--- src/rtl/core/ihl_pkg.sv ---
// Shared types, constants and helpers of the Intel HEX line loader.
// Used by ihl_front, ihl_queue, ihl_back and intel_hex_line_loader.
package ihl_pkg;

  typedef enum logic [1:0] {
    KIND_ERASE  = 2'd0,
    KIND_WRITE  = 2'd1,
    KIND_ACK    = 2'd2,
    KIND_FINISH = 2'd3
  } kind_t;

  // configuration register indexes
  localparam logic [2:0] CFG_START_CHAR  = 3'd0;
  localparam logic [2:0] CFG_LINE_BREAK  = 3'd1;
  localparam logic [2:0] CFG_END_CHAR    = 3'd2;
  localparam logic [2:0] CFG_UPDATE_BASE = 3'd3;
  localparam logic [2:0] CFG_INFO_ADDR   = 3'd4;

  localparam logic [7:0]  RST_START_CHAR  = 8'h02;
  localparam logic [7:0]  RST_LINE_BREAK  = 8'h0A;
  localparam logic [7:0]  RST_END_CHAR    = 8'h04;
  localparam logic [31:0] RST_UPDATE_BASE = 32'h0804_0000;
  localparam logic [31:0] RST_INFO_ADDR   = 32'h0800_C000;

  localparam logic [7:0]  DIGIT_OFFSET  = 8'd48;
  localparam logic [7:0]  LETTER_OFFSET = 8'd55;
  localparam logic [7:0]  ODD_PAD       = 8'hFF;
  localparam logic [3:0]  TYPE_DATA     = 4'd0;
  localparam logic [3:0]  TYPE_EXT_LIN  = 4'd4;

  // request from front to back; KIND_ACK marks a completed line
  typedef struct packed {
    kind_t       kind;
    logic [31:0] addr;
    logic [31:0] data;
    logic [7:0]  hw_count;
    logic [7:0]  hw_valid;
    logic        odd;
    logic [6:0]  odd_index;
  } cmd_t;

  function automatic logic [3:0] hex_value(input logic [7:0] c);
    logic [3:0] v;
    v = 4'd0;
    if (c >= 8'd48 && c <= 8'd57) begin
      v = 4'(c - DIGIT_OFFSET);
    end else if (c >= 8'd65 && c <= 8'd70) begin
      v = 4'(c - LETTER_OFFSET);
    end
    return v;
  endfunction

endpackage

--- src/rtl/core/ihl_front.sv ---
// Front end: configuration registers, character decode and line header state.
// Writes the halfword store and issues requests; depends on ihl_pkg.
module ihl_front #(
  parameter int LINE_CHARS    = 128,
  parameter int MAX_HALFWORDS = 32
) (
  input  logic                             clk,
  input  logic                             rst,
  input  logic                             s_tvalid,
  output logic                             s_tready,
  input  logic [7:0]                       s_tdata,
  input  logic                             cfg_valid,
  output logic                             cfg_ready,
  input  logic [2:0]                       cfg_index,
  input  logic [31:0]                      cfg_data,
  input  logic                             q_full,
  output logic                             q_push,
  output ihl_pkg::cmd_t                    q_cmd,
  input  logic                             line_done,
  output logic                             st_we,
  output logic [$clog2(MAX_HALFWORDS)-1:0] st_addr,
  output logic [15:0]                      st_data
);

  localparam int PW = $clog2(LINE_CHARS + 1);
  localparam int AW = $clog2(MAX_HALFWORDS);

  logic [7:0]    start_char;
  logic [7:0]    line_break_char;
  logic [7:0]    end_char;
  logic [31:0]   update_base_address;
  logic [31:0]   info_address;
  logic [PW-1:0] char_position;
  logic [7:0]    byte_count;
  logic [15:0]   low_address;
  logic [3:0]    type_digit;
  logic [15:0]   acc;
  logic [31:0]   write_address;
  logic [23:0]   firmware_size;
  logic          finished;
  logic          line_pending;

  logic          accept;
  logic [3:0]    v;
  logic          is_start, is_lb, is_end, take, in_data;
  logic [PW-1:0] q;
  logic [31:0]   k32;
  logic [1:0]    j;
  logic [15:0]   acc_next;
  logic [8:0]    cnt9;
  logic [7:0]    hw_count;
  logic [31:0]   cp32, nv32;
  logic [31:0]   line_addr;

  assign cfg_ready = 1'b1;
  assign s_tready  = !q_full && !line_pending;
  assign accept    = s_tvalid && s_tready;
  assign v         = ihl_pkg::hex_value(s_tdata);
  assign is_start  = (s_tdata == start_char);
  assign is_lb     = !is_start && (s_tdata == line_break_char);
  assign is_end    = !is_start && !is_lb && (s_tdata == end_char);
  assign take      = !finished && !is_start && !is_lb && !is_end
                     && (32'(char_position) < LINE_CHARS);
  assign in_data   = (char_position >= PW'(9));
  assign q         = char_position - PW'(9);
  assign k32       = 32'(q >> 2);
  assign j         = q[1:0];
  assign line_addr = {write_address[31:16], low_address};

  always_comb begin
    case (j)
      2'd0:    acc_next = {8'h00, v, 4'h0};
      2'd1:    acc_next = acc | {12'h000, v};
      2'd2:    acc_next = acc | {v, 12'h000};
      default: acc_next = acc | {4'h0, v, 8'h00};
    endcase
  end

  assign st_we   = accept && take && in_data && (k32 < 32'(MAX_HALFWORDS));
  assign st_addr = k32[AW-1:0];
  assign st_data = acc_next;

  always_comb begin
    cnt9 = ({1'b0, byte_count} + 9'd1) >> 1;
    if (cnt9 > 9'(MAX_HALFWORDS)) begin
      hw_count = 8'(MAX_HALFWORDS);
    end else begin
      hw_count = cnt9[7:0];
    end
    cp32 = 32'(char_position);
    nv32 = (cp32 > 32'd9) ? ((cp32 - 32'd6) >> 2) : 32'd0;
    if (nv32 > 32'(MAX_HALFWORDS)) begin
      nv32 = 32'(MAX_HALFWORDS);
    end
  end

  always_comb begin
    q_push = 1'b0;
    q_cmd  = '0;
    if (accept && !finished) begin
      if (is_start) begin
        q_push      = 1'b1;
        q_cmd.kind  = ihl_pkg::KIND_ERASE;
        q_cmd.addr  = update_base_address;
      end else if (is_lb) begin
        q_push      = 1'b1;
        q_cmd.kind  = ihl_pkg::KIND_ACK;
        if (type_digit == ihl_pkg::TYPE_DATA) begin
          q_cmd.addr      = line_addr;
          q_cmd.hw_count  = hw_count;
          q_cmd.hw_valid  = nv32[7:0];
          q_cmd.odd       = byte_count[0];
          q_cmd.odd_index = byte_count[7:1];
        end
      end else if (is_end) begin
        q_push      = 1'b1;
        q_cmd.kind  = ihl_pkg::KIND_FINISH;
        q_cmd.addr  = info_address;
        q_cmd.data  = {firmware_size, 8'h01};
      end
    end
  end

  always_ff @(posedge clk) begin
    if (rst) begin
      start_char          <= ihl_pkg::RST_START_CHAR;
      line_break_char     <= ihl_pkg::RST_LINE_BREAK;
      end_char            <= ihl_pkg::RST_END_CHAR;
      update_base_address <= ihl_pkg::RST_UPDATE_BASE;
      info_address        <= ihl_pkg::RST_INFO_ADDR;
      char_position       <= '0;
      byte_count          <= '0;
      low_address         <= '0;
      type_digit          <= '0;
      write_address       <= '0;
      firmware_size       <= '0;
      finished            <= 1'b0;
      line_pending        <= 1'b0;
    end else begin
      if (cfg_valid) begin
        case (cfg_index)
          ihl_pkg::CFG_START_CHAR:  start_char          <= cfg_data[7:0];
          ihl_pkg::CFG_LINE_BREAK:  line_break_char     <= cfg_data[7:0];
          ihl_pkg::CFG_END_CHAR:    end_char            <= cfg_data[7:0];
          ihl_pkg::CFG_UPDATE_BASE: update_base_address <= cfg_data;
          ihl_pkg::CFG_INFO_ADDR:   info_address        <= cfg_data;
          default: ;
        endcase
      end
      if (line_done) begin
        line_pending <= 1'b0;
      end
      if (accept && !finished) begin
        if (is_start || is_lb) begin
          char_position <= '0;
          byte_count    <= '0;
          low_address   <= '0;
          type_digit    <= '0;
        end
        if (is_lb) begin
          line_pending <= 1'b1;
          if (type_digit == ihl_pkg::TYPE_EXT_LIN) begin
            write_address <= update_base_address;
          end else if (type_digit == ihl_pkg::TYPE_DATA) begin
            write_address <= line_addr;
            firmware_size <= firmware_size + {16'h0000, byte_count};
          end
        end
        if (is_end) begin
          finished <= 1'b1;
        end
        if (take) begin
          char_position <= char_position + PW'(1);
          case (32'(char_position))
            32'd1:   byte_count          <= {v, 4'h0};
            32'd2:   byte_count[3:0]     <= v;
            32'd3:   low_address[15:12]  <= v;
            32'd4:   low_address[11:8]   <= v;
            32'd5:   low_address[7:4]    <= v;
            32'd6:   low_address[3:0]    <= v;
            32'd8:   type_digit          <= v;
            default: ;
          endcase
          if (in_data) begin
            acc <= acc_next;
          end
        end
      end
    end
  end

endmodule

--- src/rtl/core/ihl_queue.sv ---
// Two-entry request queue between front and back of the line loader.
// Depends on ihl_pkg for the request type.
module ihl_queue (
  input  logic          clk,
  input  logic          rst,
  input  logic          push,
  input  ihl_pkg::cmd_t push_cmd,
  input  logic          pop,
  output ihl_pkg::cmd_t head,
  output logic          empty,
  output logic          full
);

  ihl_pkg::cmd_t entry [2];
  logic          rd_ptr;
  logic          wr_ptr;
  logic [1:0]    count;

  assign head  = entry[rd_ptr];
  assign empty = (count == 2'd0);
  assign full  = (count == 2'd2);

  always_ff @(posedge clk) begin
    if (push) begin
      entry[wr_ptr] <= push_cmd;
    end
  end

  always_ff @(posedge clk) begin
    if (rst) begin
      rd_ptr <= 1'b0;
      wr_ptr <= 1'b0;
      count  <= 2'd0;
    end else begin
      if (push) begin
        wr_ptr <= !wr_ptr;
      end
      if (pop) begin
        rd_ptr <= !rd_ptr;
      end
      if (push && !pop) begin
        count <= count + 2'd1;
      end else if (pop && !push) begin
        count <= count - 2'd1;
      end
    end
  end

endmodule

--- src/rtl/core/ihl_back.sv ---
// Back end: halfword store, write sequencer and registered output stage.
// Depends on ihl_pkg; fed by ihl_queue and ihl_front.
module ihl_back #(
  parameter int MAX_HALFWORDS = 32
) (
  input  logic                             clk,
  input  logic                             rst,
  input  logic                             q_empty,
  output logic                             q_pop,
  input  ihl_pkg::cmd_t                    q_cmd,
  input  logic                             st_we,
  input  logic [$clog2(MAX_HALFWORDS)-1:0] st_addr,
  input  logic [15:0]                      st_data,
  output logic                             line_done,
  output logic                             m_tvalid,
  input  logic                             m_tready,
  output logic [63:0]                      m_tdata,
  output logic [1:0]                       m_tuser,
  output logic                             m_tlast
);

  localparam int AW = $clog2(MAX_HALFWORDS);

  typedef enum logic [2:0] {S_IDLE, S_READ, S_WRITE, S_ACK, S_ONE} state_t;

  state_t        state;
  ihl_pkg::cmd_t cmd;
  logic [7:0]    k;
  logic [31:0]   cur_addr;
  logic [15:0]   store [MAX_HALFWORDS];
  logic [15:0]   rdata;
  logic          load_ok;
  logic          emit;
  logic [15:0]   hw_base;
  logic [15:0]   hw;

  assign load_ok   = !m_tvalid || m_tready;
  assign emit      = load_ok && ((state == S_WRITE) || (state == S_ACK) || (state == S_ONE));
  assign q_pop     = (state == S_IDLE) && !q_empty;
  assign line_done = (state == S_ACK) && load_ok;

  always_ff @(posedge clk) begin
    if (st_we) begin
      store[st_addr] <= st_data;
    end
    rdata <= store[k[AW-1:0]];
  end

  always_comb begin
    hw_base = (k < cmd.hw_valid) ? rdata : 16'h0000;
    hw      = hw_base;
    if (cmd.odd && (k == {1'b0, cmd.odd_index})) begin
      hw = {ihl_pkg::ODD_PAD, hw_base[7:0]};
    end
  end

  always_ff @(posedge clk) begin
    if (rst) begin
      state    <= S_IDLE;
      m_tvalid <= 1'b0;
      k        <= '0;
    end else begin
      if (emit) begin
        m_tvalid <= 1'b1;
      end else if (m_tready) begin
        m_tvalid <= 1'b0;
      end
      unique case (state)
        S_IDLE: begin
          if (!q_empty) begin
            cmd      <= q_cmd;
            k        <= '0;
            cur_addr <= q_cmd.addr;
            if (q_cmd.kind == ihl_pkg::KIND_ACK) begin
              state <= (q_cmd.hw_count == 8'd0) ? S_ACK : S_READ;
            end else begin
              state <= S_ONE;
            end
          end
        end
        S_READ: state <= S_WRITE;
        S_WRITE: begin
          if (load_ok) begin
            m_tuser  <= ihl_pkg::KIND_WRITE;
            m_tdata  <= {16'h0000, hw, cur_addr};
            m_tlast  <= 1'b0;
            cur_addr <= cur_addr + 32'd2;
            k        <= k + 8'd1;
            state    <= (k + 8'd1 == cmd.hw_count) ? S_ACK : S_READ;
          end
        end
        S_ACK: begin
          if (load_ok) begin
            m_tuser  <= ihl_pkg::KIND_ACK;
            m_tdata  <= '0;
            m_tlast  <= 1'b1;
            state    <= S_IDLE;
          end
        end
        S_ONE: begin
          if (load_ok) begin
            m_tuser  <= cmd.kind;
            m_tdata  <= {cmd.data, cmd.addr};
            m_tlast  <= 1'b1;
            state    <= S_IDLE;
          end
        end
        default: state <= S_IDLE;
      endcase
    end
  end

  a_done_gives_ack: assert property (@(posedge clk) disable iff (rst)
    line_done |=> m_tvalid && m_tlast && (m_tuser == ihl_pkg::KIND_ACK))
    else $error("line completion without acknowledge");

  a_write_in_range: assert property (@(posedge clk) disable iff (rst)
    (state == S_WRITE) |-> (k < cmd.hw_count))
    else $error("halfword index past line count");

  a_write_not_last: assert property (@(posedge clk) disable iff (rst)
    (m_tvalid && (m_tuser == ihl_pkg::KIND_WRITE)) |-> !m_tlast)
    else $error("halfword write marked last");

endmodule

--- src/rtl/core/intel_hex_line_loader.sv ---
// Intel HEX line loader: parses an update character stream into flash requests.
// Top level; instantiates ihl_front, ihl_queue and ihl_back, uses ihl_pkg.
//
// Each character is taken in one cycle while the request queue has room. A
// start character gives one erase result and the end character one finish
// result; a line break gives an acknowledge, preceded for a data record by one
// halfword write per byte pair (up to MAX_HALFWORDS). Halfwords are read from
// the store through a registered read port, each in a read state and then a
// write state, and no character after a line break is taken until that line's
// acknowledge has entered the output register.
// Results leave through a registered stream output; tuser is the result kind
// (0 erase, 1 write, 2 acknowledge, 3 finish), tlast marks the final result
// of a character. After the end character every input is taken and dropped.
module intel_hex_line_loader #(
  parameter int LINE_CHARS    = 128,
  parameter int MAX_HALFWORDS = 32
) (
  input  logic        clk,
  input  logic        rst,
  input  logic        s_tvalid,
  output logic        s_tready,
  input  logic [7:0]  s_tdata,   // [7:0] rx_byte
  output logic        m_tvalid,
  input  logic        m_tready,
  output logic [63:0] m_tdata,   // [31:0] flash_address, [63:32] payload
  output logic [1:0]  m_tuser,   // [1:0] kind
  output logic        m_tlast,
  input  logic        cfg_valid,
  output logic        cfg_ready,
  input  logic [2:0]  cfg_index,
  input  logic [31:0] cfg_data
);

  localparam int AW = $clog2(MAX_HALFWORDS);

  ihl_pkg::cmd_t push_cmd;
  ihl_pkg::cmd_t head_cmd;
  logic          q_push, q_pop, q_empty, q_full;
  logic          line_done;
  logic          st_we;
  logic [AW-1:0] st_addr;
  logic [15:0]   st_data;

  ihl_front #(
    .LINE_CHARS   (LINE_CHARS),
    .MAX_HALFWORDS(MAX_HALFWORDS)
  ) u_front (
    .clk      (clk),
    .rst      (rst),
    .s_tvalid (s_tvalid),
    .s_tready (s_tready),
    .s_tdata  (s_tdata),
    .cfg_valid(cfg_valid),
    .cfg_ready(cfg_ready),
    .cfg_index(cfg_index),
    .cfg_data (cfg_data),
    .q_full   (q_full),
    .q_push   (q_push),
    .q_cmd    (push_cmd),
    .line_done(line_done),
    .st_we    (st_we),
    .st_addr  (st_addr),
    .st_data  (st_data)
  );

  ihl_queue u_queue (
    .clk     (clk),
    .rst     (rst),
    .push    (q_push),
    .push_cmd(push_cmd),
    .pop     (q_pop),
    .head    (head_cmd),
    .empty   (q_empty),
    .full    (q_full)
  );

  ihl_back #(
    .MAX_HALFWORDS(MAX_HALFWORDS)
  ) u_back (
    .clk      (clk),
    .rst      (rst),
    .q_empty  (q_empty),
    .q_pop    (q_pop),
    .q_cmd    (head_cmd),
    .st_we    (st_we),
    .st_addr  (st_addr),
    .st_data  (st_data),
    .line_done(line_done),
    .m_tvalid (m_tvalid),
    .m_tready (m_tready),
    .m_tdata  (m_tdata),
    .m_tuser  (m_tuser),
    .m_tlast  (m_tlast)
  );

endmodule
--- config.mk ---
export PLATFORM = sky130hd
export DESIGN_NAME = intel_hex_line_loader
export DESIGN_NICKNAME = d
export VERILOG_FILES = /design/src/rtl/core/ihl_pkg.sv /design/src/rtl/core/ihl_front.sv /design/src/rtl/core/ihl_queue.sv /design/src/rtl/core/ihl_back.sv /design/src/rtl/core/intel_hex_line_loader.sv
export SDC_FILE = /design/constraint.sdc
export NUM_CORES = 1
export LEC_CHECK = 0
export ABC_CLOCK_PERIOD_IN_PS = 9600
export BUFFER_PORTS_ARGS = -buffer_cell sky130_fd_sc_hd__buf_2
export CORE_AREA = 2 2 376 471
export CTS_CLUSTER_SIZE = 16
export DETAILED_ROUTE_END_ITERATION = 8
export DIE_AREA = 0 0 378 473
export PLACE_DENSITY_LB_ADDON = 0.08
export SYNTH_ARGS = -nofsm -noshare
export SYNTH_HDL_FRONTEND = slang
export SYNTH_SLANG_ARGS = --single-unit
--- constraint.sdc ---
create_clock -name clk -period 9.6 [get_ports clk]
set_clock_uncertainty 0.1 [all_clocks]
set_input_delay 1.92 -clock clk [delete_from_list [all_inputs] [get_ports clk]]
set_output_delay 1.92 -clock clk [all_outputs]
set_load 0.005 [all_outputs]
# Word level (Yosys, flattened, before mapping)
# Memory sizes are Yosys's and may differ from the RTL's. A register that Yosys moved wholly into a read port is not among the register bits.
# Cells that the tools add are included.
[word_totals]
elab_cells = 232
out_inout_bits = 70
mem_bits_rw = 692
input_bits = 48
mem_count = 2
register_bits = 387
[mem_list]
columns = ["name", "depth", "width", "rd", "rd_clocked_by_memory_dff", "write_ports", "line_no", "text"]
rows = [
  ["u_back.store", 32, 16, 1, 1, 1, "ihl_back.sv:30", "logic [15:0] store [MAX_HALFWORDS];"],
  ["u_queue.entry", 2, 90, 1, 1, 1, "ihl_queue.sv:14", "ihl_pkg::cmd_t entry [2];"],
]
[op_classes]
order_cmp = 11
n_addsub = 11
eq_ne = 30
n_mux = 75
reduce_logical = 66
bitwise_logic = 6
[op_table]
columns = ["cell", "n"]
rows = [
  ["64-bit 2-to-1 mux", 3],
  ["64-bit case mux with 3 select lines", 1],
  ["32-bit 2-to-1 mux", 5],
  ["90-bit 2-to-1 mux", 1],
  ["16-bit 2-to-1 mux", 5],
  ["34-bit 2-to-1 mux", 2],
  ["66-bit 2-to-1 mux", 1],
  ["8-bit 2-to-1 mux", 8],
  ["32-bit case mux with 2 select lines", 1],
  ["56-bit 2-to-1 mux", 1],
  ["24-bit 2-to-1 mux", 2],
  ["16-bit case mux with 3 select lines", 1],
  ["4-bit 2-to-1 mux", 10],
  ["32-bit by 2-bit adder with 32-bit output, second input constant", 1],
  ["8-bit == test", 4],
  ["30-bit by 6-bit greater-than comparator with 1-bit output, second input constant", 1],
  ["30-bit 2-to-1 mux", 1],
  ["24-bit by 8-bit adder with 24-bit output", 1],
  ["8-bit by 3-bit == test with 1-bit output, second input constant", 3],
  ["1-bit logical AND", 21],
  ["1-bit 2-to-1 mux", 17],
  ["8-bit by 1-bit adder with 8-bit output, second input constant", 2],
  ["8-bit by 2-bit == test with 1-bit output, second input constant", 2],
  ["16-bit by 12-bit bitwise OR with 16-bit output", 1],
  ["other kinds (51)", 104],
]

# Longest topological paths before layout
# Gate-level depths: netlist of run 1.
[logic_depth]
word_depth = 14
mapped_depth = 10
depth_no_buf = 9

# Hierarchy
# Synthesis of run 1 repeated with hierarchy kept, for this count alone.
[unflattened]
cells_unflattened = 2844
hier_area_um2 = 44321.3
[by_module_without_submodules]
columns = ["module", "area_per_inst_um2", "cells_each", "n_inst", "seq_area_each_um2"]
rows = [
  ["ihl_back", 28152.0, 1372, 1, 21610.7],
  ["ihl_front", 9434.0, 1170, 1, 3803.6],
  ["ihl_queue", 6735.2, 302, 1, 5505.3],
]

# Worst setup path after synthesis of run 1
# No wires, ideal clock.
[synth_path]
path_type = "in2reg"
from = "input rst"
to = "register u_back.m_tdata[0], enable pin"
t_required_ns = 8.912
setup_time_ns = 0.588
arrival_time_ns = 7.182
slack_ns = 1.730
path_stages = 3
n_path_buf = 2
cell_sequence = "clkbuf_1 -> clkbuf_1 -> a211oi_1"
[synth_between]
elab_chain_len = 2
[synth_rtl]
columns = ["item", "line_no", "text"]
rows = [
  ["from (decl)", "intel_hex_line_loader.sv:19", "input logic rst,"],
  ["1-bit NOT (no line)", "n/a", ""],
  ["5-bit AND reduction (no line)", "n/a", ""],
  ["to (signal assigned)", "ihl_back.sv:85", "m_tdata <= {16'h0000, hw, cur_addr};"],
  ["to (signal assigned)", "ihl_back.sv:103", "m_tdata <= {cmd.data, cmd.addr};"],
  ["to (decl)", "ihl_back.sv:17", "output logic [63:0] m_tdata,"],
]
# No other way between the ends.
# A chain may end at the register's enable or synchronous reset.

# Worst setup path in the final report of run 1
[layout_path]
from = "input s_tdata[2]"
to = "memory u_back.store[9][2], enable pin"
[layout_between]
elab_chain_len = 14
elab_cells_between_ends = 18
classes_between = "3 x eq/ne; 2 x mux; 13 x reduce/logical"
[layout_rtl]
columns = ["item", "line_no", "text"]
rows = [
  ["from (decl)", "intel_hex_line_loader.sv:22", "input logic [7:0] s_tdata,"],
  ["8-bit == test", "ihl_front.sv:59", "assign is_start = (s_tdata == start_char);"],
  ["1-bit logical NOT", "ihl_front.sv:60, ihl_front.sv:61, ihl_front.sv:62", ""],
  ["1-bit logical AND", "ihl_front.sv:60", "assign is_lb = !is_start && (s_tdata == line_break_char);"],
  ["1-bit logical NOT", "ihl_front.sv:61, ihl_front.sv:62", ""],
  ["1-bit logical AND (2 in series)", "ihl_front.sv:61", "assign is_end = !is_start && !is_lb && (s_tdata == end_char);"],
  ["1-bit logical NOT", "ihl_front.sv:62", "assign take = !finished && !is_start && !is_lb && !is_end"],
  ["1-bit logical AND (*)", "ihl_front.sv:62", ""],
  ["1-bit logical AND (*)", "ihl_front.sv:63", "&& (32'(char_position) < LINE_CHARS);"],
  ["1-bit logical AND (*) (3 in series)", "ihl_front.sv:79", "assign st_we = accept && take && in_data && (k32 < 32'(MAX_HALFWORDS));"],
  ["1-bit 2-to-1 mux (*)", "ihl_back.sv:43", "if (st_we) begin"],
  ["1-bit 2-to-1 mux (not written as such) (*)", "ihl_back.sv:44", "store[st_addr] <= st_data;"],
  ["to (decl)", "ihl_back.sv:30", ""],
]
# Every way passes the cells marked *; elsewhere a longest branch is shown, timed or not.

==> metrics.md, run 1 <==
| Metric | Value |
|---|---|
| Outcome | `finished, final reports clean` |
| Final Util | `28.9%` |
| Post-CTS Hold Buffers | `0` |
| Placed cell area | `0.0467 mm^2` |
| Final ANT Viol Nets | `0` |
| Post-synth EDFFs | `870` |
| Main area contributors after synthesis | `edfxtp_1, dfxtp_1, mux4_2, nand2_1, mux2_2` |
| Reg2reg setup slack | `4.54 ns` |
| Clock Pin Slew Worst Setup and Hold Paths | `0.06 ns` |
| R2R depth | `9` |
| Post-Synthesis Mean Instance Area | `15.0 um^2` |
| Hold Crit Depth | `2` |
| Largest net degree at the start of global routing | `79` |
| Count leader, synth | `edfxtp_1` |
| Routability congestion estimate | `0.776` |
| Setup-failing EPs final | `0` |
| Drc violations | `0` |
| Iteration count of the initial detailed-routing pass | `8` |
| Most common library cells after synthesis | `edfxtp_1, nand2_1, dfxtp_1` |
| Final Hold Fails | `0` |
| Iter 0 DRT Violations | `1,676` |
| RR Startpoint | `u_front.char_position[2]$_SDFFE_PP0P_` |
| GRT overflow | `0` |
| Slew margin rel. | `7.26%` |
| Initial core utilization | `24.8%` |
| Distinct cells, synth | `76` |
| Fillcell total | `17,600` |
| Max_cap viols | `0` |
| Io pins | `118` |
| Core area | `0.175 mm^2` |
| Hold WS | `0.353 ns` |
| Max Slew Vio Count | `0` |
| Cell area after layout | `0.0505 mm^2` |
| Nature of the critical path endpoint | `flip-flop` |
| WL final | `128,000 um` |
| Worst Hold Class | `flip-flop to flip-flop` |
| Initial antenna violation count | `20` |
| Htree depth | `3` |
| Critical path peak fanout | `16` |
| Pleak | `16.1 nW` |
| Min-delay src | `u_front.update_base_address[13]$_SDFFE_PP0P_` |
| Root Buffer | `clkbuf_16` |
| RSZ-0062 raised after global routing | `false` |
| Die X | `378 um` |
| Fin crit period | `5.14 ns` |
| Yosys reg bits | `1,069` |
| Clock sinks | `1,069` |
| PnR worst setup slack | `4.46 ns` |
| Max Buffers Root-to-Sink | `3` |
| CTS resizes | `0` |
| Fin crit share | `53.5%` |
| Post-CTS setup buffer count | `0` |
| TritonCTS clock tree | `done` |
| Synth Flop Type | `edfxtp_1` |
| Reg2reg end | `u_back.store[9][2]$_DFFE_PP_` |
| Post-Syn Instances | `2,883` |
| Sequential element share of the synthesized area | `69.5%` |
| Total CTS buffers | `117` |
| PortBufs | `116` |
| Total GRT Usage | `14.1%` |
| Layout area overhead | `16.6%` |
| Synth top area share | `60.3%` |
| Required @ worst endpoint | `9.84 ns` |
| Cell area power density | `217 mW/mm^2` |
| Hold path endpoint | `u_front.update_base_address[13]$_SDFFE_PP0P_` |
| Die height | `473 um` |
| VDD IR max | `0.150 mV` |
| WS Path Type | `primary input to flip-flop` |
| Wire length per cell | `23.4 um` |
| First-pass GRT wire length | `182,000 um` |
| Dpl hpwl | `82,900 um` |
| Num rows | `172` |
| Vias | `24,300` |
| CP Launch Type | `primary input` |
| Cell accounting for the most synthesized area | `edfxtp_1` |
| Ys Warns | `0` |
| Vias in the first global route | `25,200` |
| Cell area after synthesis | `0.0433 mm^2` |
| Clk_lat worst skew | `0.75 ns` |
| Total die area | `0.179 mm^2` |
| Ys async rst share | `0%` |
| Setup total negative slack | `0 ns` |
| Pre-CTS worst setup slack | `3.69 ns` |
| Worst-Margin Slew | `1.38 ns` |
| Fmax | `195 MHz` |
| Worst Path Arrival | `5.38 ns` |
| Share of cells above drive strength 1 | `21.5%` |
| Vias/cell | `4.47` |
| Nets | `3,075` |
==> registers in the layout (all words and copies together), names as in the netlist, 16 cells and up, named ones only <==
signal and count:
u_back.cur_addr 32, u_front.update_base_address 32, u_front.write_address 16, u_front.acc 16, u_back.cmd 81, u_front.info_address 32
u_back.store 512, u_queue.entry 162, u_back.m_tdata 64, u_front.low_address 16, u_front.firmware_size 24, u_back.rdata 16
==> cells in the final DEF (no fill, tap or decap), drive strengths merged, types with 21 or more instances in the layout <==
| cell | instances |
|---|---|
| a21oi | 172 |
| a22o | 58 |
| a31oi | 23 |
| and2 | 50 |
| and3 | 27 |
| buf | 152 |
| clkbuf | 149 |
| clkinv | 51 |
| dfxtp | 199 |
| edfxtp | 870 |
| ha | 32 |
| inv | 52 |
| mux2 | 99 |
| mux4 | 160 |
| nand2 | 336 |
| nand3 | 41 |
| nand4 | 21 |
| nor2 | 175 |
| nor3 | 28 |
| nor4 | 22 |
| o21ai | 76 |
| xnor2 | 67 |
| xor2 | 31 |
==> stage by stage <==
stage | power [mW] | cells
after floorplan | 6.14 | 2888
after global placement | 6.61 | 5224
after detailed placement | 6.63 | 5224
after CTS | 11.2 | 5441
after global routing | 11.4 | 5441
final | 11.0 | 5443
==> worst max path at each step <==
| stage | start | endpoint | slack (ns) | cells after the start |
|---|---|---|---|---|
| after floorplan | rst | u_back.m_tdata[0]$_DFFE_PP_ | 1.73 | 3 |
| after detailed placement | s_tdata[2] | u_queue.entry[0][40]$_DFFE_PP_ | 3.69 | 8 |
| final | s_tdata[2] | u_back.store[9][2]$_DFFE_PP_ | 4.46 | 8 |
| after global placement | s_tdata[2] | u_queue.entry[0][15]$_DFFE_PP_ | 3.69 | 8 |
| after global routing | s_tdata[2] | u_queue.entry[0][33]$_DFFE_PP_ | 4.24 | 8 |
| after CTS | s_tdata[2] | u_queue.entry[0][39]$_DFFE_PP_ | 4.50 | 8 |
==> final cells by class <==
| cell class | count | area, um^2 | area share (%) |
|---|---|---|---|
| clock inverters | 68 | 671 | 1.33 |
| clock buffers | 149 | 3130 | 6.20 |
| multi-input cells | 1606 | 12600 | 24.9 |
| diodes | 2 | 5.00 | 0.00991 |
| repair buffers | 152 | 870 | 1.72 |
| inverters | 48 | 180 | 0.357 |
| flip-flops and latches | 1069 | 30100 | 59.7 |
| well taps | 2349 | 2940 | 5.82 |
==> metal layers <==
metal | vias up | GRT usage [%] | routed length [um]
li1 | 11200 | - | -
met1 | 12400 | 16.9 | 51500
met2 | 573 | 25.4 | 66000
met3 | 187 | 2.21 | 5750
met4 | 18 | 5.42 | 4230
met5 | - | 0 | 111
==> power by group <==
part	total, mW	internal [mW]	switching (mW)
sequential	5.49	5.36	0.127
combinational	0.993	0.308	0.684
clock	4.48	2.55	1.93
total	11.0	8.22	2.74
==> cell families after synthesis <==
kind of cell	after synthesis	share of synthesized area [%]
DFF	1069	69.5
xor gates and xnor gates	98	2.00
other	2	0.0173
muxes	262	11.0
buffers and inverters	213	1.94
AOI/OAI and AO/OA	418	6.09
adders and majority gates	33	0.970
and+or+nand+nor	788	8.52
==> critical path: stages <==
cell,delay [ns]
buf_2,0.18
xnor2_1,0.15
nand4_1,0.18
o2111ai_1,0.37
nor4b_1,0.69
buf_4,0.25
nand3_1,0.57
nor2_2,1.04
(Power assumes the default switching activity.)
==> inputs of run 2 (changes only) <==
Settings changed: ABC_CLOCK_PERIOD_IN_PS 9600 to 5100.
Clock period 9.6 ns to 5.1 ns, I/O delays scaled along.
==> run 2 against run 1 <==
Net effect: first-iteration DRC count grew 2.2%; non-clock buffer count grew 43; hold slack worse by 0.0020 ns; utilization is 0.17 points higher; power grew 85%; global-route usage decreased by 0.12 points; sequential power rose by 89%; flip-flop and latch count did not move; critical path depth is the same.
==> metrics.md, run 2 (synthesis results as in run 1) <==
| Metric | Value |
|---|---|
| Outcome | `finished, final reports clean (unchanged)` |
| Multi-input gate area | `0.0126 mm^2 (about the same)` |
| Largest net degree at the start of global routing | `81 (was 79)` |
| PnR worst setup slack | `1.09 ns (was 4.46 ns)` |
| Required @ worst endpoint | `5.34 ns (was 9.84 ns)` |
| Clk_lat worst skew | `0.74 ns (was 0.75 ns)` |
| Register area | `0.0301 mm^2 (about the same)` |
| Max_cap viols | `0 (unchanged)` |
| PortBufs | `116 (unchanged)` |
| Cells along the critical path | `inv_1, ha_1, a21boi_0, nand2b_1, xnor2_1, o22ai_1, nand3_1, nor2_2 (was buf_2, xnor2_1, nand4_1, o2111ai_1, nor4b_1, buf_4, nand3_1, nor2_2)` |
| Commonest cells after routing, fill and taps aside | `edfxtp_1, nand2_1, dfxtp_1, a21oi_1, mux4_2 (unchanged)` |
| RSZ-0062 raised after global routing | `false (unchanged)` |
| GRT overflow | `0 (unchanged)` |
| Fin crit period | `4.01 ns` |
| CP Launch Type | `flip-flop (was primary input)` |
| Fmax | `249 MHz` |
| Vias in the first global route | `25,400 (was 25,200)` |
| Hold Crit Depth | `2 (unchanged)` |
| Htree depth | `3 (unchanged)` |
| Reg2reg end | `u_back.store[24][0]$_DFFE_PP_ (was u_back.store[9][2]$_DFFE_PP_)` |
| Setup-failing EPs final | `0 (unchanged)` |
| Pleak | `16.3 nW (was 16.1 nW)` |
| Largest register FFs | `512 (unchanged)` |
| Top flop regs | `u_back.store (512), u_queue.entry (162), u_back.cmd (81) (unchanged)` |
| Nets | `3,117 (was 3,075)` |
| Hold path endpoint | `u_front.update_base_address[0]$_SDFFE_PP0P_ (was u_front.update_base_address[13]$_SDFFE_PP0P_)` |
| Clock sinks | `1,069 (unchanged)` |
| Dpl hpwl | `81,900 um (was 82,900 um)` |
| Slew margin rel. | `27.4% (was 7.26%)` |
| CTS resizes | `0 (unchanged)` |
| Drc violations | `0 (unchanged)` |
| Num rows | `172 (unchanged)` |
| Total CTS buffers | `116 (was 117)` |
| Vias | `24,600 (was 24,300)` |
| Iter 0 DRT Violations | `1,713 (was 1,676)` |
| Layout area overhead | `17.3% (was 16.6%)` |
| Max Slew Vio Count | `0 (unchanged)` |
| Iteration count of the initial detailed-routing pass | `7 (was 8)` |
| Largest Register | `u_back.store (unchanged)` |
| Root Buffer | `clkbuf_16 (unchanged)` |
| Die height | `473 um (unchanged)` |
| Routability congestion estimate | `0.787 (was 0.776)` |
| Wire length per cell | `22.9 um (was 23.4 um)` |
| Critical path's largest stage delay | `0.95 ns (was 1.04 ns)` |
| Fin crit share | `78.6%` |
| Vias/cell | `4.48 (was 4.47)` |
| Most common cell after layout, fill and taps aside | `edfxtp_1 (unchanged)` |
| Final Hold Fails | `0 (unchanged)` |
| VDD IR max | `0.262 mV (was 0.150 mV)` |
| WL final | `126,000 um (was 128,000 um)` |
| Crit-path slowest cell | `nor2_2 (unchanged)` |
| Nature of the critical path endpoint | `flip-flop (unchanged)` |
| Final ANT Viol Nets | `0 (unchanged)` |
| Met1 usage | `17.8% (was 16.9%)` |
| TritonCTS clock tree | `done (unchanged)` |
| Io pins | `118 (unchanged)` |
| Cell area power density | `399 mW/mm^2 (was 217 mW/mm^2)` |
| Grt peak-use layer | `met2 (unchanged)` |
| First-pass GRT wire length | `183,000 um (was 182,000 um)` |
| Total chip power | `20.3 mW (was 11.0 mW)` |
| Total GRT Usage | `14.0% (was 14.1%)` |
| Die X | `378 um (unchanged)` |
| Min-delay src | `u_front.update_base_address[0]$_SDFFE_PP0P_ (was u_front.update_base_address[13]$_SDFFE_PP0P_)` |
| Worst-Margin Slew | `1.09 ns (was 1.38 ns)` |
| Worst Hold Class | `flip-flop to flip-flop (unchanged)` |
| Initial core utilization | `24.8% (unchanged)` |
| Post-CTS setup buffer count | `0 (unchanged)` |
| Pre-CTS worst setup slack | `0.944 ns (was 3.69 ns)` |
| WS Path Type | `flip-flop to flip-flop (was primary input to flip-flop)` |
| Initial antenna violation count | `21 (was 20)` |
| Post-CTS Hold Buffers | `0 (unchanged)` |
| Worst Path Arrival | `4.25 ns (was 5.38 ns)` |
| Critical path peak fanout | `16 (unchanged)` |
| Share of cells above drive strength 1 | `22.5% (was 21.5%)` |
| RR Startpoint | `u_front.char_position[2]$_SDFFE_PP0P_ (unchanged)` |
| Max Buffers Root-to-Sink | `3 (unchanged)` |
| GR Layer Usage met3 | `2.70% (was 2.21%)` |
| Met2 GRT Util | `24.0% (was 25.4%)` |
| Clock Pin Slew Worst Setup and Hold Paths | `0.06 ns (about the same)` |
| Core area | `0.175 mm^2 (unchanged)` |
| Hold WS | `0.351 ns (was 0.353 ns)` |
| Setup total negative slack | `0 ns (unchanged)` |
| Fillcell total | `17,600 (about the same)` |
| R2R depth | `8 (was 9)` |
| Reg2reg setup slack | `1.09 ns (was 4.54 ns)` |
| Total die area | `0.179 mm^2 (unchanged)` |
## run 2: cell types whose count changed in the layout (fill, tap and decap cells not counted), moves of 3 or more
cell	change
buf_4	+32
clkinv_2	+8
nor2_1	+4
bufinv_16	-6
buf_12	+11
nor2_2	-3
diode_2	+4
## run 2: worst max-delay path by stage
stage,start,to,slack [ns]
finish,u_front.char_position[2]$_SDFFE_PP0P_,u_back.store[24][0]$_DFFE_PP_,1.09
CTS,u_front.char_position[2]$_SDFFE_PP0P_,u_back.store[24][0]$_DFFE_PP_,1.10
floorplan,s_tdata[7],u_queue.entry[0][0]$_DFFE_PP_,0.04
detailed placement,s_tdata[2],u_back.store[24][10]$_DFFE_PP_,0.94
global placement,s_tdata[2],u_back.store[21][1]$_DFFE_PP_,0.95
global route,u_front.char_position[2]$_SDFFE_PP0P_,u_back.store[24][5]$_DFFE_PP_,0.74
## run 2: per-layer routing
layer / wire length (um) / vias to the layer above
li1: - / 11300
met1: 53400 / 12600
met2: 62900 / 541
met3: 6350 / 178
met4: 3030 / 18
met5: 116 / -
## run 2: worst max-delay path, delay by kind of cell, from the launching register on
family,cells,cell delay (ns)
and+or+nand+nor,3,1.59
DFF,1,0.65
AOI/OAI and AO/OA,2,0.65
buffers and inverters,1,0.24
adders and majority gates,1,0.24
xor gates and xnor gates,1,0.12
## run 2: report_power, final
part | leakage (nW) | internal, mW | switching, mW
clock network | 1.80 | 4.54 | 3.57
registers | 9.75 | 10.1 | 0.263
logic | 4.73 | 0.586 | 1.20
total | 16.3 | 15.2 | 5.04
## run 2: area by class of cell
type | count | share of cell area, %
Timing Repair Buffer | 195 | 2.62
Clock buffer | 149 | 6.24
Clock inverter | 66 | 0.941
Antenna cell | 6 | 0.0296
Multi-Input combinational cell | 1606 | 24.7
Tap cell | 2349 | 5.79
Inverter | 48 | 0.355
Sequential cell | 1069 | 59.3
## run 2: per-stage QoR
stage / std cells / util (%) / instance area, um^2
floorplan: 2888 / - / 43400
global placement: 5267 / 27.0 / 47100
detailed placement: 5267 / 27.0 / 47100
CTS: 5482 / 29.1 / 50800
global route: 5484 / 29.1 / 50800
finish: 5488 / 29.1 / 50800
==> inputs of run 3 (changes only) <==
Settings changed: ABC_CLOCK_PERIOD_IN_PS 5100 to 3500.
Clock period 5.1 ns to 3.5 ns, I/O delays scaled along.
==> run 3 against run 2 <==
Net effect: clock power rose by 60%; largest power group unchanged; highest routed layer unchanged; global-route usage barely moved; utilization rose by 0.81 points.
==> metrics.md, run 3 (synthesis results as in run 1) <==
| Metric | Value |
|---|---|
| Outcome | `finished, final reports clean (unchanged)` |
| Root Buffer | `clkbuf_16 (unchanged)` |
| Max Buffers Root-to-Sink | `3 (unchanged)` |
| Post-CTS Hold Buffers | `0 (unchanged)` |
| Largest register FFs | `512 (unchanged)` |
| Htree depth | `3 (unchanged)` |
| Total die area | `0.179 mm^2 (unchanged)` |
| Fmax | `314 MHz (was 249 MHz)` |
| Commonest cells after routing, fill and taps aside | `edfxtp_1, nand2_1, dfxtp_1, a21oi_1, mux4_2 (unchanged)` |
| Vias/cell | `4.44 (was 4.48)` |
| Required @ worst endpoint | `3.80 ns (was 5.34 ns)` |
| Io pins | `118 (unchanged)` |
| Vias in the first global route | `25,800 (was 25,400)` |
| Total chip power | `30.8 mW (was 20.3 mW)` |
| Slew margin rel. | `16.7% (was 27.4%)` |
| RSZ-0062 raised after global routing | `false (unchanged)` |
| Die X | `378 um (unchanged)` |
| Most common cell after layout, fill and taps aside | `edfxtp_1 (unchanged)` |
| Dpl hpwl | `83,700 um (was 81,900 um)` |
| WL final | `126,000 um (about the same)` |
| CTS resizes | `0 (unchanged)` |
| Setup-failing EPs final | `0 (unchanged)` |
| Initial core utilization | `24.8% (unchanged)` |
| Cell area power density | `589 mW/mm^2 (was 399 mW/mm^2)` |
| Nets | `3,188 (was 3,117)` |
| Die height | `473 um (unchanged)` |
| Pre-CTS worst setup slack | `0.0900 ns (was 0.944 ns)` |
| Wire length per cell | `22.7 um (was 22.9 um)` |
| Fin crit share | `90.9% (was 78.6%)` |
| CP Launch Type | `flip-flop (unchanged)` |
| Worst-Margin Slew | `1.24 ns (was 1.09 ns)` |
| Share of cells above drive strength 1 | `24.4% (was 22.5%)` |
| PortBufs | `116 (unchanged)` |
| Iteration count of the initial detailed-routing pass | `5 (was 7)` |
| Iter 0 DRT Violations | `1,792 (was 1,713)` |
| Layout area overhead | `20.5% (was 17.3%)` |
| Register area | `0.0301 mm^2 (about the same)` |
| Vias | `24,700 (was 24,600)` |
| Drc violations | `0 (unchanged)` |
| VDD IR max | `0.381 mV (was 0.262 mV)` |
| First-pass GRT wire length | `183,000 um (about the same)` |
| Clock Pin Slew Worst Setup and Hold Paths | `0.07 ns (was 0.06 ns)` |
| Num rows | `172 (unchanged)` |
| Largest net degree at the start of global routing | `97 (was 81)` |
| Largest Register | `u_back.store (unchanged)` |
| Total CTS buffers | `116 (unchanged)` |
| Fillcell total | `17,400 (was 17,600)` |
| Worst Path Arrival | `3.48 ns (was 4.25 ns)` |
| Hold WS | `0.104 ns (was 0.351 ns)` |
| WS Path Type | `flip-flop to flip-flop (unchanged)` |
| Initial antenna violation count | `17 (was 21)` |
| Multi-input gate area | `0.0126 mm^2 (about the same)` |
| Post-CTS setup buffer count | `0 (unchanged)` |
| PnR worst setup slack | `0.319 ns (was 1.09 ns)` |
| Top flop regs | `u_back.store (512), u_queue.entry (162), u_back.cmd (81) (unchanged)` |
| Max_cap viols | `0 (unchanged)` |
| TritonCTS clock tree | `done (unchanged)` |
| Pleak | `16.9 nW (was 16.3 nW)` |
| Core area | `0.175 mm^2 (unchanged)` |
| Routability congestion estimate | `0.744 (was 0.787)` |
| Nature of the critical path endpoint | `flip-flop (unchanged)` |
| Clock sinks | `1,069 (unchanged)` |
| Total GRT Usage | `14.0% (about the same)` |
| Final Hold Fails | `0 (unchanged)` |
| Critical path peak fanout | `16 (unchanged)` |
| GRT overflow | `0 (unchanged)` |
| Worst Hold Class | `primary input to flip-flop (was flip-flop to flip-flop)` |
| Final ANT Viol Nets | `0 (unchanged)` |
| Clk_lat worst skew | `0.76 ns (was 0.74 ns)` |
| Max Slew Vio Count | `0 (unchanged)` |
| Fin crit period | `3.18 ns (was 4.01 ns)` |
[run 3: cell types whose count changed in the layout (fill, tap and decap cells not counted), moves of 3 or more]
| cell | before | now |
|---|---|---|
| buf_12 | 12 | 50 |
| clkbuf_16 | 120 | 116 |
| a22o_2 | 11 | 0 |
| clkbuf_1 | 23 | 28 |
| a22o_1 | 47 | 58 |
| xor2_1 | 30 | 27 |
| bufinv_16 | 3 | 16 |
| clkinv_1 | 22 | 9 |
| buf_4 | 67 | 100 |
| clkbuf_8 | 6 | 16 |
| xor2_2 | 1 | 4 |
| clkinv_2 | 28 | 23 |
[run 3: area by class of cell]
cell class | count | area share, %
Sequential cell | 1069 | 57.7
Inverter | 48 | 0.345
Clock buffer | 160 | 6.18
Clock inverter | 61 | 1.56
Antenna cell | 6 | 0.0288
Multi-Input combinational cell | 1606 | 24.1
Tap cell | 2349 | 5.63
Timing Repair Buffer | 266 | 4.48
[run 3: stage by stage]
step,util (%),setup TNS [ns],cell area [um^2],cells
finish,29.9,0,52200,5565
global route,29.9,0,52200,5560
CTS,29.9,0,52200,5559
detailed placement,27.6,0,48200,5338
global placement,27.6,0,48200,5338
floorplan,-,-37.96,43500,2888
[run 3: critical path, stage by stage, from the launching register on]
cell	delay [ns]
dfxtp_1	0.54
inv_1	0.18
ha_1	0.27
nand2b_1	0.10
o21ai_0	0.11
o21ai_0	0.16
nor4b_1	0.43
buf_4	0.23
nand3_1	0.08
buf_4	0.20
nor2_1	0.19
buf_12	0.22
[run 3: per-layer routing]
metal	GRT usage, %	share of wire, %	wire, um	up-vias
met5	0	0.052	66	-
met3	2.50	4.7	5900	180
met1	17.5	42	53100	12600
met2	25.0	51	64800	482
met4	3.43	1.9	2370	12
li1	-	-	-	11400
[run 3: path summary, 6_finish.rpt]
path                                                             startpoint  cells past startpoint                                            to  slack [ns]
worst min-delay path                                           cfg_data[17]                      3  u_front.update_base_address[17]$_SDFFE_PP0P_        0.10
worst min register to register  u_front.update_base_address[5]$_SDFFE_PP0P_                      2   u_front.update_base_address[5]$_SDFFE_PP0P_        0.35
worst max-delay path                  u_front.char_position[0]$_SDFFE_PP0P_                     11                 u_back.store[16][3]$_DFFE_PP_        0.32
worst max register to register        u_front.char_position[0]$_SDFFE_PP0P_                     11                 u_back.store[16][3]$_DFFE_PP_        0.32
[run 3: report_power, final]
group	total, mW	internal (mW)	switching [mW]
Sequential	15.0	14.7	0.313
Clock	13.0	7.65	5.31
Combinational	2.80	0.956	1.85
Total	30.8	23.3	7.47
